File: config.mk
export PLATFORM = sky130hd
export DESIGN_NAME = escape_sequence_expander_flat
export DESIGN_NICKNAME = d
export VERILOG_FILES = /design/src/rtl/ese_pkg.sv /design/src/rtl/ese_stream_if.sv /design/src/rtl/escape_sequence_expander.sv /design/src/rtl/ese_step.sv /design/src/flat_wrapper.sv
export SDC_FILE = /design/constraint.sdc
export NUM_CORES = 1
export LEC_CHECK = 0
export BUFFER_PORTS_ARGS = -buffer_cell sky130_fd_sc_hd__buf_2
export CORE_MARGIN = 4
export CORE_UTILIZATION = 30
export DETAILED_ROUTE_END_ITERATION = 10
export GPL_ROUTABILITY_DRIVEN = 0
export GPL_TIMING_DRIVEN = 0
export HOLD_SLACK_MARGIN = 0.1
export MAX_ROUTING_LAYER = met4
export PLACE_DENSITY = 0.47
export SYNTH_ARGS = -nofsm -noshare
export SYNTH_HDL_FRONTEND = slang
export SYNTH_SLANG_ARGS = --single-unit
export TNS_END_PERCENT = 30
File: constraint.sdc
create_clock -name clk -period 12.45 [get_ports clk]
set_clock_uncertainty 0.1 [all_clocks]
set_input_delay 2.49 -clock clk [delete_from_list [all_inputs] [get_ports clk]]
set_output_delay 2.49 -clock clk [all_outputs]
set_load 0.1 [all_outputs]
File: src/rtl/ese_pkg.sv
// Types and character constants for the escape sequence expander.
package ese_pkg;

  // Decoder mode, one-hot
  typedef enum logic [4:0] {
    MODE_NORMAL = 5'b00001,
    MODE_ESC    = 5'b00010,
    MODE_HEX    = 5'b00100,
    MODE_OCT1   = 5'b01000,
    MODE_OCT2   = 5'b10000
  } mode_t;

  localparam logic [7:0] CH_BACKSLASH = 8'h5C;
  localparam logic [7:0] CH_QUESTION  = 8'h3F;
  localparam logic [7:0] CH_ZERO      = 8'h30;
  localparam logic [7:0] CH_SEVEN     = 8'h37;
  localparam logic [7:0] CH_NINE      = 8'h39;
  localparam logic [7:0] CH_LA        = 8'h61;
  localparam logic [7:0] CH_LB        = 8'h62;
  localparam logic [7:0] CH_LF        = 8'h66;
  localparam logic [7:0] CH_LN        = 8'h6E;
  localparam logic [7:0] CH_LR        = 8'h72;
  localparam logic [7:0] CH_LT        = 8'h74;
  localparam logic [7:0] CH_LV        = 8'h76;
  localparam logic [7:0] CH_LX        = 8'h78;
  localparam logic [7:0] CH_UA        = 8'h41;
  localparam logic [7:0] CH_UF        = 8'h46;

  localparam logic [7:0] VAL_BELL      = 8'h07;
  localparam logic [7:0] VAL_BACKSPACE = 8'h08;
  localparam logic [7:0] VAL_FORMFEED  = 8'h0C;
  localparam logic [7:0] VAL_NEWLINE   = 8'h0A;
  localparam logic [7:0] VAL_RETURN    = 8'h0D;
  localparam logic [7:0] VAL_TAB       = 8'h09;
  localparam logic [7:0] VAL_VTAB      = 8'h0B;
  localparam logic [7:0] VAL_DELETE    = 8'h7F;

  typedef struct packed {
    logic [7:0] in_byte;
    logic       last_byte;
  } in_item_t;

  typedef struct packed {
    logic [7:0] out_byte;
    logic       run_end;
    logic       string_end;
  } out_item_t;

  typedef struct packed {
    mode_t      mode;
    logic [7:0] hex_value;
    logic [2:0] octal_first;
    logic [2:0] octal_second;
  } dec_state_t;

  // Decode of one source byte: next state and up to three bytes
  typedef struct packed {
    dec_state_t      state_next;
    logic [2:0][7:0] out_bytes;
    logic [1:0]      count;
  } step_t;

endpackage

File: src/rtl/ese_stream_if.sv
// Valid/ready stream channel with a typed payload.
interface ese_stream_if #(
  parameter type payload_t = logic [7:0]
);
  logic     valid;
  logic     ready;
  payload_t payload;

  modport source (output valid, output payload, input ready);
  modport sink   (input valid, input payload, output ready);
endinterface

File: src/rtl/escape_sequence_expander.sv
// Top level: C backslash escape expander on a byte stream.
//
//   channel  direction  payload
//   src      in         in_byte[7:0], last_byte
//   dst      out        out_byte[7:0], run_end, string_end
//
// A source byte is decoded in the cycle it transfers; its 0 to 3 result bytes
// sit in a three-entry result register and leave one per cycle from the next
// cycle on. A byte that yields one result or none sustains one byte per
// cycle while dst is ready; a byte that yields more holds src until its last
// result leaves, set by the single output port draining the result register.
// Reset (rst, synchronous) returns the decoder to normal mode and empties the
// result register. A stall on dst holds the result register and src.
module escape_sequence_expander (
  input  logic         clk,
  input  logic         rst,
  ese_stream_if.sink   src,
  ese_stream_if.source dst
);
  import ese_pkg::*;

  dec_state_t      state;
  step_t           step;
  logic [2:0][7:0] res_bytes;
  logic [1:0]      res_count;
  logic            res_last;
  logic            pop;
  logic            load;
  ese_pkg::in_item_t item;

  assign item = src.payload;

  ese_step u_step (
    .state (state),
    .item  (item),
    .step  (step)
  );

  assign pop       = dst.valid && dst.ready;
  assign src.ready = (res_count == 2'd0) || ((res_count == 2'd1) && dst.ready);
  assign load      = src.valid && src.ready;

  // Present the head of the result register
  assign dst.valid              = (res_count != 2'd0);
  assign dst.payload.out_byte   = res_bytes[0];
  assign dst.payload.run_end    = (res_count == 2'd1);
  assign dst.payload.string_end = (res_count == 2'd1) && res_last;

  // Decoder state
  always_ff @(posedge clk) begin
    if (rst) begin
      state.mode         <= MODE_NORMAL;
      state.hex_value    <= 8'd0;
      state.octal_first  <= 3'd0;
      state.octal_second <= 3'd0;
    end else if (load) begin
      state <= step.state_next;
    end
  end

  // Result count: load a new run or drop the transferred byte
  always_ff @(posedge clk) begin
    if (rst) begin
      res_count <= 2'd0;
    end else if (load) begin
      res_count <= step.count;
    end else if (pop) begin
      res_count <= res_count - 2'd1;
    end
  end

  // Result bytes: load or shift toward the head
  always_ff @(posedge clk) begin
    if (load) begin
      res_bytes <= step.out_bytes;
      res_last  <= item.last_byte;
    end else if (pop) begin
      res_bytes[0] <= res_bytes[1];
      res_bytes[1] <= res_bytes[2];
    end
  end

endmodule

File: src/rtl/ese_step.sv
// Decode of one source byte against the current escape state.
module ese_step (
  input  ese_pkg::dec_state_t state,
  input  ese_pkg::in_item_t   item,
  output ese_pkg::step_t      step
);
  import ese_pkg::*;

  logic       is_oct;
  logic       is_hex;
  logic [3:0] hex_d;
  logic [7:0] b;

  assign b = item.in_byte;

  // Classify the byte
  always_comb begin
    is_oct = (b >= CH_ZERO) && (b <= CH_SEVEN);
    is_hex = 1'b1;
    hex_d  = 4'd0;
    priority if ((b >= CH_ZERO) && (b <= CH_NINE)) begin
      hex_d = 4'(b - CH_ZERO);
    end else if ((b >= CH_LA) && (b <= CH_LF)) begin
      hex_d = 4'(b - CH_LA + 8'd10);
    end else if ((b >= CH_UA) && (b <= CH_UF)) begin
      hex_d = 4'(b - CH_UA + 8'd10);
    end else begin
      is_hex = 1'b0;
    end
  end

  // Advance the state and collect the emitted bytes
  always_comb begin
    logic       do_plain;
    logic [1:0] n;
    dec_state_t s;
    logic [2:0][7:0] ob;

    s        = state;
    n        = 2'd0;
    ob       = '0;
    do_plain = 1'b0;

    unique case (state.mode)
      MODE_ESC: begin
        s.mode = MODE_NORMAL;
        priority case (b)
          CH_LA:        begin ob[n] = VAL_BELL;      n = n + 2'd1; end
          CH_LB:        begin ob[n] = VAL_BACKSPACE; n = n + 2'd1; end
          CH_LF:        begin ob[n] = VAL_FORMFEED;  n = n + 2'd1; end
          CH_LN:        begin ob[n] = VAL_NEWLINE;   n = n + 2'd1; end
          CH_LR:        begin ob[n] = VAL_RETURN;    n = n + 2'd1; end
          CH_LT:        begin ob[n] = VAL_TAB;       n = n + 2'd1; end
          CH_LV:        begin ob[n] = VAL_VTAB;      n = n + 2'd1; end
          CH_BACKSLASH: begin ob[n] = CH_BACKSLASH;  n = n + 2'd1; end
          CH_QUESTION:  begin ob[n] = VAL_DELETE;    n = n + 2'd1; end
          CH_LX: begin
            s.mode      = MODE_HEX;
            s.hex_value = 8'd0;
          end
          default: begin
            if (is_oct) begin
              s.mode        = MODE_OCT1;
              s.octal_first = b[2:0];
            end else begin
              ob[n] = b;
              n     = n + 2'd1;
            end
          end
        endcase
      end
      MODE_HEX: begin
        if (is_hex) begin
          s.hex_value = {state.hex_value[3:0], hex_d};
        end else begin
          ob[n]    = state.hex_value;
          n        = n + 2'd1;
          s.mode   = MODE_NORMAL;
          do_plain = 1'b1;
        end
      end
      MODE_OCT1: begin
        if (is_oct) begin
          s.octal_second = b[2:0];
          s.mode         = MODE_OCT2;
        end else begin
          ob[n]    = CH_ZERO | {5'd0, state.octal_first};
          n        = n + 2'd1;
          s.mode   = MODE_NORMAL;
          do_plain = 1'b1;
        end
      end
      MODE_OCT2: begin
        s.mode = MODE_NORMAL;
        if (is_oct) begin
          ob[n] = {state.octal_first[1:0], state.octal_second, b[2:0]};
          n     = n + 2'd1;
        end else begin
          ob[n]    = CH_ZERO | {5'd0, state.octal_first};
          n        = n + 2'd1;
          ob[n]    = CH_ZERO | {5'd0, state.octal_second};
          n        = n + 2'd1;
          do_plain = 1'b1;
        end
      end
      default: begin
        s.mode   = MODE_NORMAL;
        do_plain = 1'b1;
      end
    endcase

    // Handle the byte as an ordinary character
    if (do_plain) begin
      if (b == CH_BACKSLASH) begin
        s.mode = MODE_ESC;
      end else begin
        ob[n] = b;
        n     = n + 2'd1;
      end
    end

    // Flush any pending escape on the last byte
    if (item.last_byte) begin
      unique case (s.mode)
        MODE_ESC: begin
          ob[n] = CH_BACKSLASH;
          n     = n + 2'd1;
        end
        MODE_HEX: begin
          ob[n] = s.hex_value;
          n     = n + 2'd1;
        end
        MODE_OCT1: begin
          ob[n] = CH_ZERO | {5'd0, s.octal_first};
          n     = n + 2'd1;
        end
        MODE_OCT2: begin
          ob[n] = CH_ZERO | {5'd0, s.octal_first};
          n     = n + 2'd1;
          ob[n] = CH_ZERO | {5'd0, s.octal_second};
          n     = n + 2'd1;
        end
        default: begin
        end
      endcase
      s.mode = MODE_NORMAL;
    end

    step.state_next = s;
    step.out_bytes  = ob;
    step.count      = n;
  end

endmodule

File: src/flat_wrapper.sv
// flat-port wrapper written by rule: the top's interface ports become plain ports
module escape_sequence_expander_flat import ese_pkg::*;
  (clk, rst, src_valid, src_payload, src_ready, dst_valid, dst_payload, dst_ready);
  ese_stream_if #(.payload_t(in_item_t)) src_i ();
  ese_stream_if #(.payload_t(out_item_t)) dst_i ();
  input  logic clk;
  input  logic rst;
  input wire logic [$bits(src_i.valid)-1:0] src_valid;
  input wire logic [$bits(src_i.payload)-1:0] src_payload;
  output wire logic [$bits(src_i.ready)-1:0] src_ready;
  output wire logic [$bits(dst_i.valid)-1:0] dst_valid;
  output wire logic [$bits(dst_i.payload)-1:0] dst_payload;
  input wire logic [$bits(dst_i.ready)-1:0] dst_ready;
  assign src_i.valid = src_valid;
  assign src_i.payload = src_payload;
  assign src_ready = src_i.ready;
  assign dst_valid = dst_i.valid;
  assign dst_payload = dst_i.payload;
  assign dst_i.ready = dst_ready;
  escape_sequence_expander u_core (.clk(clk), .rst(rst), .src(src_i), .dst(dst_i));
endmodule
== After elaboration in Yosys (flattened, before gate mapping) ==
Cells that the tools add are included.

* Add/sub/neg operators: 9
* $mul: 0
* Divide/modulo/power cells: 0
* Magnitude comparators: 13
* Eq/ne operators: 19
* Shift operators: 0
* Muxes and demuxes: 60
* Bitwise operators: 3
* Reduce and logical (&&, ||, !) cells: 19

{| class="wikitable"
|+ Operators by type and width
! cell !! count
|-
| 24-bit bitwise mux || 4
|-
| 24-bit case mux with 4 select lines || 1
|-
| 8-bit case mux with 10 select lines || 1
|-
| 8-bit by 7-bit == test with 1-bit output (second input constant) || 9
|-
| 24-bit 2-to-1 mux || 3
|-
| 8-bit 2-to-1 mux || 9
|-
| 8-bit demux with 2-bit select || 3
|-
| 16-bit 2-to-1 mux || 2
|-
| 8-bit case mux with 4 select lines || 1
|-
| 5-bit 2-to-1 mux || 5
|-
| 8-bit by 7-bit greater-or-equal comparator with 1-bit output (second input constant) || 2
|-
| 8-bit by 6-bit less-or-equal comparator with 1-bit output (second input constant) || 2
|-
| 8-bit by 7-bit less-or-equal comparator with 1-bit output (second input constant) || 2
|-
| 4-bit 2-to-1 mux || 4
|-
| 8-bit case mux with 2 select lines || 1
|-
| 3-bit 2-to-1 mux || 5
|-
| 5-bit case mux with 3 select lines || 1
|-
| 12-bit bitwise AND || 1
|-
| 2-bit 2-to-1 mux || 6
|-
| 6-bit 2-to-1 mux || 2
|-
| 12-bit NOT || 1
|-
| 12-bit bitwise OR || 1
|-
| 4-bit by 1-bit subtractor with 4-bit output (second input constant) || 3
|-
| 1-bit logical AND || 11
|-
| other kinds (25) || 43
|}

* Register bits after elaboration: 46
* Latch bits: 0
* RAM bits: 0
* Memory bits (read-only): 0
* Bits of input ports: 13
* Output and inout bits: 12
* Word-level logic and storage cells: 132
* Memories kept: 0

== Depth between registers and ports, before layout ==
* Word-level depth: 19
* Gate-level depth with buffers: 19

== By module ==
Synthesis repeated with hierarchy kept, for this count alone.

* Cell total of the unflattened synthesis: 499
* Area, all modules: 3,952.5 um^2

{| class="wikitable"
|+ By module, submodules not included
! module !! instances !! cells an instance !! area an instance (um^2)
|-
| ese_step || 1 || 343 || 2,021.9
|-
| escape_sequence_expander || 1 || 156 || 1,930.6
|}

== Worst setup path before layout ==
OpenSTA, ideal clock, no wires.

* Path kind: input port to flip-flop
* Start: input port src_payload[2]
* End: register u_core.res_bytes (netlist bit u_core.dst.payload[2]) (data pin)
* Library setup time: 0.261 ns
* Data arrival time: 5.870 ns
* Data required time: 12.089 ns
* Setup slack: 6.219 ns
* Stages: 16
* Path buffers: 3
* Path through: clkbuf_1 inv_1 ha_1 or3b_4 and3_4 or3_1 buf_6 o21ai_2 inv_1 ha_1 o211ai_1 o21a_1 ha_1 clkbuf_1 a41oi_1 a221o_1

* Cells in the longest elaborated chain, start to end: 19
* Elaborated cells on any way between the ends: 92

{| class="wikitable"
|+ Ends and longest elaborated chain
! item !! RTL line !! source
|-
| from (decl) || flat_wrapper.sv:9 || <nowiki>input wire logic [$bits(src_i.payload)-1:0] src_payload;</nowiki>
|-
| 8-bit by 7-bit greater-or-equal comparator with 1-bit output or 8-bit by 7-bit less-or-equal comparator with 1-bit output (tied branches) || ese_step.sv:25 || <nowiki>end else if ((b >= CH_UA) && (b <= CH_UF)) begin</nowiki>
|-
| 1-bit logical AND || ese_step.sv:25 ||
|-
| 1-bit 2-to-1 mux || ese_step.sv:25 ||
|-
| 1-bit 2-to-1 mux || ese_step.sv:23 || <nowiki>end else if ((b >= CH_LA) && (b <= CH_LF)) begin</nowiki>
|-
| 1-bit 2-to-1 mux || ese_step.sv:21 || <nowiki>priority if ((b >= CH_ZERO) && (b <= CH_NINE)) begin</nowiki>
|-
| 1-bit 2-to-1 mux || ese_step.sv:73 || <nowiki>if (is_hex) begin</nowiki>
|-
| 2-bit case mux with 4 select lines || ese_step.sv:44 || <nowiki>unique case (state.mode)</nowiki>
|-
| 2-bit by 1-bit adder with 2-bit output, or another cell as far along || ese_step.sv:118 || <nowiki>n = n + 2'd1;</nowiki>
|-
| (+3 left out) || n/a ||
|-
| 2-bit by 3-bit < comparator with 1-bit output (implied by the code), or another cell as far along || ese_step.sv:140 || <nowiki>ob[n] = CH_ZERO | {5'd0, s.octal_second};</nowiki>
|-
| 1-bit logical AND (implied by the code), or another cell as far along || ese_step.sv:140 ||
|-
| 8-bit 2-to-1 mux (implied by the code), or another cell as far along || ese_step.sv:140 ||
|-
| 8-bit demux with 2-bit select, or another cell as far along || ese_step.sv:140 ||
|-
| 24-bit bitwise mux or 12-bit bitwise AND (tied branches) || n/a ||
|-
| 24-bit case mux with 4 select lines || ese_step.sv:124 || <nowiki>unique case (s.mode)</nowiki>
|-
| 24-bit 2-to-1 mux (*) || ese_step.sv:123 || <nowiki>if (item.last_byte) begin</nowiki>
|-
| 16-bit 2-to-1 mux (*) || escape_sequence_expander.sv:74 || <nowiki>if (load) begin</nowiki>
|-
| to (signal assigned) || escape_sequence_expander.sv:75 || <nowiki>res_bytes <= step.out_bytes;</nowiki>
|-
| to (decl) || escape_sequence_expander.sv:24 || <nowiki>logic [2:0][7:0] res_bytes;</nowiki>
|}

Mark *: on every way between the ends. The rest lies on a longest branch, timed or not.
A chain may end at the register's enable or synchronous reset.

== Worst setup path in the final report ==
* Start: input port src_payload[2]
* End: register u_core.res_bytes (netlist bit u_core.dst.payload[5]) (data pin)

* Cells in the longest elaborated chain, start to end: 19
* Elaborated cells on any way between the ends: 89

{| class="wikitable"
|+ Ends and longest elaborated chain
! item !! RTL line
|-
| 8-bit by 7-bit greater-or-equal comparator with 1-bit output or 8-bit by 7-bit less-or-equal comparator with 1-bit output (tied branches) || ese_step.sv:25
|-
| 1-bit logical AND || ese_step.sv:25
|-
| 1-bit 2-to-1 mux || ese_step.sv:25
|-
| 1-bit 2-to-1 mux || ese_step.sv:23
|-
| 1-bit 2-to-1 mux || ese_step.sv:21
|-
| 1-bit 2-to-1 mux || ese_step.sv:73
|-
| 2-bit case mux with 4 select lines || ese_step.sv:44
|-
| 2-bit by 1-bit adder with 2-bit output, or another cell as far along || ese_step.sv:118
|-
| (+3 left out) || n/a
|-
| 2-bit by 3-bit < comparator with 1-bit output (implied by the code), or another cell as far along || ese_step.sv:140
|-
| 1-bit logical AND (implied by the code), or another cell as far along || ese_step.sv:140
|-
| 8-bit 2-to-1 mux (implied by the code), or another cell as far along || ese_step.sv:140
|-
| 8-bit demux with 2-bit select or 24-bit bitwise mux (tied branches) || ese_step.sv:140, ese_step.sv:134, ese_step.sv:138
|-
| 24-bit bitwise mux || ese_step.sv:140
|-
| 24-bit case mux with 4 select lines || ese_step.sv:124
|-
| 24-bit 2-to-1 mux (*) || ese_step.sv:123
|-
| 16-bit 2-to-1 mux (*) || escape_sequence_expander.sv:74
|}

Marked as above.

==> load_flow_metrics.sql <==
INSERT INTO impl_metrics (metric_group, metric, value, unit) VALUES
('run_status', 'status', 'finished, final reports clean', ''),
('global_routing', 'wire_length_of_the_first_global_routing_pass', '22.3', 'mm'),
('power', 'vdd_ir_drop_max', '0.0727', 'mV'),
('min_path', 'hp-start', 'u_core.res_bytes[19]', ''),
('worst_setup_path', 'critical_path_required', '12370', 'ps'),
('sta', 'setup_viol_count_final', '0', ''),
('detailed_routing', 'drt-pass1-iter-count', '6', ''),
('worst_setup_path', 'cp_data_arrival_time', '7330', 'ps'),
('global_routing', 'globalRouteOverflowTotal', '0', ''),
('clock_tree', 'cts_num_sinks', '46', ''),
('synth', 'mappedNetlistNets', '497', ''),
('job', 'maxCapViolations', '0', ''),
('clock_tree', 'clock_tree.htree_level_count', '2', ''),
('clock_tree', 'cts_hold_buf', '0', ''),
('detailed_routing', 'drt-vias-per-instance', '5.99', ''),
('clock_tree', 'root_buffer', 'sky130_fd_sc_hd__clkbuf_16', ''),
('floorplan', 'initial_core_utilization', '30.7', '%'),
('synth', 'yosys_most_used_dff', 'sky130_fd_sc_hd__edfxtp_1', ''),
('synth', 'netlist-cell-type-count', '82', ''),
('power', 'power.static_leakage', '0.00162', 'uW'),
('finish', 'count_of_antenna_diodes_in_the_layout', '0', ''),
('worst_setup_path', 'worstPathMaxFanout', '10', ''),
('clock_tree', 'cts-resized-gates', '0', ''),
('worst_setup_path', 'worst_setup_path_start_kind', 'input port', ''),
('synth', 'asyncSetResetFlopFracSynth', '0', '%'),
('finish', 'layout-area-overhead-vs-synth', '11.8', '%'),
('detailed_routing', 'drt.antenna.violating_nets', '0', ''),
('clock_tree', 'cts_buffers', '5', ''),
('sta', 'fin_crit', '7400', 'ps'),
('finish', 'layout.filler_cells', '1368', ''),
('synth', 'syn-mean-instance-area', '8.30', 'um^2'),
('synth', 'synthDominantAreaCellType', 'sky130_fd_sc_hd__edfxtp_1', ''),
('synth', 'postSynthRegisterBits', '46', ''),
('detailed_routing', 'drt_iter0_drc', '540', ''),
('sta', 'rsz0062_at_grt', 'false', ''),
('clock_tree', 'worst_setup_hold_path_clk_slew', '60', 'ps'),
('worst_setup_path', 'setup.worst_path.class', 'in -> reg', ''),
('synth', 'synthesis.area', '0.00389', 'mm^2'),
('floorplan', 'fp.dieW', '122', 'um'),
('finish', 'layout-drive-gt1-share', '13.9', '%'),
('sta', 'worstMarginPinSlew', '1150', 'ps'),
('synth', 'ys.warnings.count', '0', ''),
('power', 'power-per-cell-area', '161', 'mW/mm^2'),
('floorplan', 'ports', '25', ''),
('clock_tree', 'cts_tree', 'built', ''),
('global_routing', 'grt_antenna_before_repair', '0', ''),
('sta', 'max-slew-margin-rel', '23.3', '%'),
('floorplan', 'chipHeight', '122', 'um'),
('synth', 'synth-edff-count', '25', ''),
('finish', 'most_common_library_cell_in_the_layout_ignoring_fill_and_taps', 'sky130_fd_sc_hd__nand2_1', ''),
('worst_setup_path', 'regToRegStartpoint', 'u_core.state[18]', ''),
('global_routing', 'grt_pass1_vias', '3733', ''),
('worst_setup_path', 'max_incr_delay_on_cp', '710', 'ps'),
('floorplan', 'core_area', '0.0127', 'mm^2'),
('worst_setup_path', 'critical_path.startpoint', 'src_payload[2]', ''),
('clock_tree', 'insertion_delay', '300', 'ps'),
('worst_setup_path', 'critical_path.endpoint_type', 'flip-flop', ''),
('floorplan', 'design.die.area', '0.0149', 'mm^2'),
('finish', 'total_number_of_nets_in_the_final_design', '525', ''),
('synth', 'synth_seq_area_share', '30.1', '%'),
('worst_setup_path', 'crit_chain', 'buf_2 > clkbuf_1 > inv_1 > ha_1 > o21bai_1 > a21oi_2 > or3_1 > buf_6 > o21ai_2 > inv_1 > ha_1 > o211ai_1 > o21a_1 > inv_1 > ha_1 > nor2_1 > o41ai_1 > nand3_1 > o22ai_1 > nor2_1', ''),
('detailed_routing', 'routedWlPerCell', '21.8', 'um'),
('finish', 'area.sequential', '0.00117', 'mm^2'),
('clock_tree', 'cts_max_path_buffers', '2', ''),
('global_routing', 'gr-usage-all-layers', '20.4', '%'),
('detailed_routing', 'drc_errors', '0', ''),
('global_routing', 'grt_start_max_net_pins', '19', ''),
('synth', 'ys_top_cells_by_area', 'sky130_fd_sc_hd__edfxtp_1 (19%), sky130_fd_sc_hd__dfxtp_1 (11%), sky130_fd_sc_hd__nand2_1 (4.9%), sky130_fd_sc_hd__ha_1 (4.8%), sky130_fd_sc_hd__nor2_1 (4.7%)', ''),
('synth', 'share_of_the_synthesized_area_in_the_top_cell_type', '19.3', '%'),
('clock_tree', 'post_cts.repair.setup_buffers', '0', ''),
('detailed_routing', 'via_count', '4010', '');
cell families after synthesis:
logic type      after synthesis  share of synthesized area, %
xor+xnor                      5                          1.32
compound gates              174                          33.5
buf+inv                      56                          6.98
mux                           6                          1.54
simple gates                167                          21.7
fa+ha+maj                    15                          4.82
flops                        46                          30.1
synthesized netlist by cell type (3+ instances only):
cell type / number
sky130_fd_sc_hd__nand2_1: 51
sky130_fd_sc_hd__nor2_1: 49
sky130_fd_sc_hd__a21oi_1: 34
sky130_fd_sc_hd__edfxtp_1: 25
sky130_fd_sc_hd__dfxtp_1: 21
sky130_fd_sc_hd__clkbuf_1: 20
sky130_fd_sc_hd__o21ai_0: 20
sky130_fd_sc_hd__inv_1: 18
sky130_fd_sc_hd__a22oi_1: 16
sky130_fd_sc_hd__ha_1: 15
sky130_fd_sc_hd__nand3_1: 11
sky130_fd_sc_hd__buf_4: 9
sky130_fd_sc_hd__a21o_1: 7
sky130_fd_sc_hd__and2_1: 7
sky130_fd_sc_hd__nor3_1: 7
sky130_fd_sc_hd__a211oi_1: 6
sky130_fd_sc_hd__a221oi_1: 6
sky130_fd_sc_hd__a31oi_1: 6
sky130_fd_sc_hd__mux2i_1: 6
sky130_fd_sc_hd__o21a_1: 6
sky130_fd_sc_hd__a32oi_1: 5
sky130_fd_sc_hd__and3_1: 5
sky130_fd_sc_hd__nand2b_1: 5
sky130_fd_sc_hd__o21ai_1: 5
sky130_fd_sc_hd__o2bb2ai_1: 5
sky130_fd_sc_hd__a2bb2oi_1: 4
sky130_fd_sc_hd__buf_2: 4
sky130_fd_sc_hd__nand3b_1: 4
sky130_fd_sc_hd__nand4_1: 4
sky130_fd_sc_hd__nor2b_1: 4
sky130_fd_sc_hd__o211ai_1: 4
sky130_fd_sc_hd__o22ai_1: 4
sky130_fd_sc_hd__a21oi_2: 3
sky130_fd_sc_hd__a31o_2: 3
sky130_fd_sc_hd__a41o_1: 3
sky130_fd_sc_hd__buf_6: 3
sky130_fd_sc_hd__nor3b_1: 3
sky130_fd_sc_hd__o2111ai_1: 3
sky130_fd_sc_hd__o31ai_1: 3
sky130_fd_sc_hd__o41ai_1: 3
path summary, 6_finish.rpt:
kind                                              end  slack, ps  cells past startpoint
worst max-delay path            u_core.dst.payload[5]       5050                     20
worst max register to register  u_core.dst.payload[5]       8010                     16
worst min-delay path             u_core.res_bytes[11]        440                      2
worst min register to register   u_core.res_bytes[11]        440                      2
cell type report:
| class | instances | area share [%] |
|---|---|---|
| multi-input combinational | 367 | 56.3 |
| timing repair buffer | 21 | 2.42 |
| sequential | 46 | 26.9 |
| clock inverter | 1 | 0.144 |
| inverter | 19 | 1.64 |
| tap | 172 | 4.95 |
| clock buffer | 7 | 3.08 |
| buffer | 37 | 4.60 |
registers in the layout (all words and copies together) (netlist names):
signal and flops:
u_core.res_bytes 16, u_core.res_last 1, u_core.dst.payload 8, u_core.res_count 2, u_core.state 19
report_power, final:
part	switching, uW	internal, uW
logic	268	75.7
registers	10.9	210
clock network	60.2	75.7
total	339	361
worst max-delay path: cells and delay by family:
kind	cells	cell delay, ps
AND/OR/NAND/NOR	4	790
AO/OA/AOI/OAI	7	1760
buffers and inverters	6	1310
adder cells (fa/ha/maj)	3	970
layer usage:
metal / global-route usage, % / vias to the layer above / part of all wire [%]
met3: 4.74 / 53 / 10
met5: - / - / 0
li1: - / 1833 / -
met4: 7.98 / 0 / 4.1
met1: 27.1 / 1885 / 42
met2: 30.2 / 239 / 44
through the flow:
| step | hold WS, ps | total power, uW | setup slack (ps) | std cells | instance area, um^2 |
|---|---|---|---|---|---|
| after floorplan | 353 | 494 | 6220 | 469 | 3890 |
| after global placement | 417 | 568 | 4890 | 662 | 4210 |
| after detailed placement | 429 | 567 | 4930 | 662 | 4210 |
| after CTS | 442 | 703 | 5220 | 670 | 4350 |
| after global routing | 455 | 733 | 4830 | 670 | 4350 |
| final | 440 | 700 | 5050 | 670 | 4350 |
(Power assumes the default switching activity.)
